`src/rtl/core/ppdn_queue.sv`:
```
`timescale 1ns / 1ps
// ----------------------------------------------------------------------------
// ppdn_queue
// Small first-in first-out buffer between the front and back parts.
// ----------------------------------------------------------------------------
module ppdn_queue #(
  parameter int WIDTH = 8,
  parameter int DEPTH = 4
) (
  input  logic             clk,
  input  logic             rst_n,
  input  logic             push_valid,
  output logic             push_ready,
  input  logic [WIDTH-1:0] push_data,
  output logic             pop_valid,
  input  logic             pop_ready,
  output logic [WIDTH-1:0] pop_data
);
  localparam int PW = (DEPTH > 1) ? $clog2(DEPTH) : 1;
  localparam int CW = $clog2(DEPTH + 1);

  logic [WIDTH-1:0] mem_r [0:DEPTH-1];
  logic [PW-1:0]    wr_ptr_r, rd_ptr_r;
  logic [CW-1:0]    count_r;
  logic             push, pop;

  assign push_ready = count_r != CW'(DEPTH);
  assign pop_valid  = count_r != '0;
  assign push       = push_valid && push_ready;
  assign pop        = pop_valid && pop_ready;
  assign pop_data   = mem_r[rd_ptr_r];

  always_ff @(posedge clk) begin
    if (!rst_n) begin
      wr_ptr_r <= '0;
      rd_ptr_r <= '0;
      count_r  <= '0;
    end else begin
      if (push) begin
        wr_ptr_r <= (wr_ptr_r == PW'(DEPTH - 1)) ? '0 : wr_ptr_r + 1'b1;
      end
      if (pop) begin
        rd_ptr_r <= (rd_ptr_r == PW'(DEPTH - 1)) ? '0 : rd_ptr_r + 1'b1;
      end
      if (push && !pop) begin
        count_r <= count_r + 1'b1;
      end else if (pop && !push) begin
        count_r <= count_r - 1'b1;
      end
    end
  end

  always_ff @(posedge clk) begin
    if (push) begin
      mem_r[wr_ptr_r] <= push_data;
    end
  end

endmodule

```
`config.mk`:
```
export PLATFORM = sky130hd
export DESIGN_NAME = ppdn_queue
export DESIGN_NICKNAME = d
export VERILOG_FILES = /design/src/rtl/core/ppdn_queue.sv
export SDC_FILE = /design/constraint.sdc
export NUM_CORES = 1
export LEC_CHECK = 0
export CORE_MARGIN = 5
export CORE_UTILIZATION = 48
export DETAILED_ROUTE_END_ITERATION = 6
export DONT_BUFFER_PORTS = 1
export PLACE_DENSITY_LB_ADDON = 0.12
export SLEW_MARGIN = 20
export SYNTH_ARGS = -nofsm -noshare
export SYNTH_HDL_FRONTEND = slang
export SYNTH_SLANG_ARGS = --single-unit
```
`constraint.sdc`:
```
create_clock -name clk -period 2.8 [get_ports clk]
set_clock_uncertainty 0.05 [all_clocks]
set_input_delay 0.7 -clock clk [delete_from_list [all_inputs] [get_ports clk]]
set_output_delay 0.7 -clock clk [all_outputs]
set_load 0.05 [all_outputs]
```
==> results by group <==
Final layout
  – Fin area: 1734 um^2
  – # nets final: 116
  – Leading cell type in the layout, fill and taps excluded: edfxtp_1
  – Fraction of layout cells with a size suffix above 1: 23.47%
  – Fillers: 302
  – Diodes inserted: 0
  – Final Non-Filler Cells: 144
  – Fin util: 52.38%
  – Syn-to-layout area delta: 6.044%
  – Most frequent cells in the layout: edfxtp_1 (32), dfxtp_1 (9), mux4_2 (8), ha_1 (6)

Clocking
  – Clock transition at path regs: 0.11 ns
  – Clock root buffer: clkbuf_4
  – CTS sink count: 41
  – Hold buffer count at cts: 0
  – Worst-Skew Late Latency: 0.33 ns
  – Cts bufs inserted: 5
  – CTS max path bufs: 2
  – CTS tree: built
  – # H-tree levels: 2
  – Postcts setup bufs: 0
  – Post-CTS resize count: 0

Synth
  – Syn Std Cell Area: 1635 um^2
  – Syn_nets: 112
  – Yosys warning count: 0
  – EDFF count, synth: 32
  – Sequential area share after synthesis: 69.78%
  – Post-synthesis register bit count: 41
  – Async SR Flop Fraction: 0%
  – Ys flop type: edfxtp_1
  – Netlist cell types: 26
  – Cells after Synth: 93
  – Avg Cell Area, Syn: 17.58 um^2

Drt
  – Initial DRC count: 25
  – Antenna Violating Nets Remaining: 0
  – Wire per inst: 17.52 um
  – DR vias: 786
  – Residual DRC: 0
  – Drt pass-1 iters: 4
  – Via density: 5.458
  – Final WL: 2.523 mm

STA
  – Fin crit period: 2.539 ns
  – Final Hold Fails: 0
  – Tcrit/Tclk final: 90.69%
  – Endpoints failing setup: 0
  – Post-route setup slack: 0.2606 ns
  – Maximum clock rate: 0.3938 GHz
  – Final Max Slew Viols: 0
  – Max_slew headroom: 61.92%
  – Unrepaired setup endpoints after global routing: no
  – Slew @ Worst Pin: 0.5664 ns
  – Total negative slack: 0 ns

Global route
  – GRT Residual Overflow: 0
  – Vias in the first global route: 870
  – Largest net degree at the start of global routing: 13
  – All-layer global routing usage: 13.22%
  – First-pass GRT wire length: 4.174 mm
  – Initial antenna violation count: 0

Place
  – DP HPWL: 1.804 mm
  – Post-DP Area: 1683 um^2
  – Dpl cells: 136
  – Input/output buffers: 0
  – Pre-CTS worst setup slack: 0.2732 ns
  – Placer congestion estimate: 0.7316

Setup path
  – Crit path DAT: 1.79 ns
  – Worst Path Buf+Inv: 0
  – Reg2Reg Capture Point: count_r[2]
  – Crit. path cell count: 1
  – Cell chain of the critical path: mux4_2
  – Worst reg2reg setup slack: 0.32 ns
  – WP data required: 2.05 ns
  – Path depth of the worst reg2reg path: 7
  – Worst path top cell family by delay: multiplexers
  – Crit end category: output port
  – Crit Path Category: reg -> out
  – R2R Path Start: count_r[1]
  – Critical-path top delay cell: mux4_2
  – Startpoint types: flip-flop
  – Crit-path max FO: 8
  – Crit-path max cell delay: 0.75 ns
  – CP endpoint: pop_data[4]

Flow run
  – MaxCap Viol Count: 0

Power
  – Register share of total power: 49.5%
  – Cell Pwr Density: 969.4 nW/um^2
  – Leakage: 0.5896 nW
  – Pint: 0.001040 W
  – Clock share of power: 16.1%
  – Gate power share: 34.5%
  – Max VDD drop: 501.8 uV
  – P_sw: 0.0006414 W
  – Switching Fraction: 38.15%

Floorplan
  – Die H: 68.37 um
  – Starting Density: 49.40%
  – Die footprint: 4674 um^2
  – Io pins: 22
  – Site row count: 21
  – Die W: 68.37 um
  – CORE AREA: 3311 um^2

Worst hold path
  – Hold Crit Class: in -> reg

Run status
  – Status: finished clean
## final cells by class
| cell class | instances | area [um^2] | area share, % |
|---|---|---|---|
| clock inverters | 2 | 10.01 | 0.5772 |
| repair buffers | 1 | 7.507 | 0.4329 |
| multi-input cells | 45 | 465.4 | 26.84 |
| well taps | 46 | 57.56 | 3.319 |
| clock buffers | 6 | 41.29 | 2.381 |
| flip-flops and latches | 41 | 1141 | 65.80 |
| inverters | 3 | 11.26 | 0.6494 |
## cell usage after synthesis (2+ instances only)
cell	n	area share, %
and3_2	4	1.8
ha_1	6	4.6
edfxtp_1	32	59
dfxtp_1	9	11
inv_1	3	0.69
or3_2	2	0.92
nand2_1	5	1.1
nor2_1	2	0.46
nand3_1	2	0.61
o21ai_0	4	1.2
mux2i_1	2	1.2
mux4_2	8	11
## cell families after synthesis
group           Yosys count  synth area share, %
compound gates            6                2.143
flops                    41                69.78
fa+ha+maj                 7                5.815
mux                      10                12.24
buf+inv                   7                1.759
xor+xnor                  2                1.071
simple gates             20                7.193
## power by group through the flow
stage               combinational [W]  clock, W  sequential (W)
floorplan                    0.000551         0        0.000800
global placement             0.000574         0        0.000842
detailed placement           0.000590         0        0.000849
CTS                          0.000592  0.000283        0.000836
global route                 0.000621  0.000309        0.000853
finish                       0.000579  0.000270        0.000832
## metal layers
metal	routed length [um]	vias to the layer above	track usage, %
met5	0	-	0
met2	1341	20	22.26
met1	993	398	14.44
li1	-	364	-
met4	30	0	7.444
met3	157	4	4.598
## how the worst min path moves through the flow
stage / start / to / depth (start not counted)
2_1_floorplan: wr_ptr_r[1] / wr_ptr_r[1] / 2
3_3_place_gp: wr_ptr_r[1] / wr_ptr_r[1] / 2
3_5_place_dp: wr_ptr_r[0] / wr_ptr_r[0] / 2
5_1_grt: push_data[0] / mem_r[3][0] / 0
6_report: push_data[1] / mem_r[2][1] / 0
4_1_cts: push_data[0] / mem_r[3][0] / 0
## state kept, by name (all words and copies together) (netlist names), named ones only
name / count
wr_ptr_r: 2
count_r: 3
mem_r: 32
rd_ptr_r: 2
## through the flow
| stage | total power, W | hold WS [ns] |
|---|---|---|
| after CTS | 0.001711 | 0.3815 |
| after floorplan | 0.001351 | 0.4177 |
| after global routing | 0.001783 | 0.3658 |
| final | 0.001681 | 0.4004 |
| after global placement | 0.001416 | 0.4392 |
| after detailed placement | 0.001439 | 0.4623 |
No activity file was read; power rests on OpenSTA's default activity.
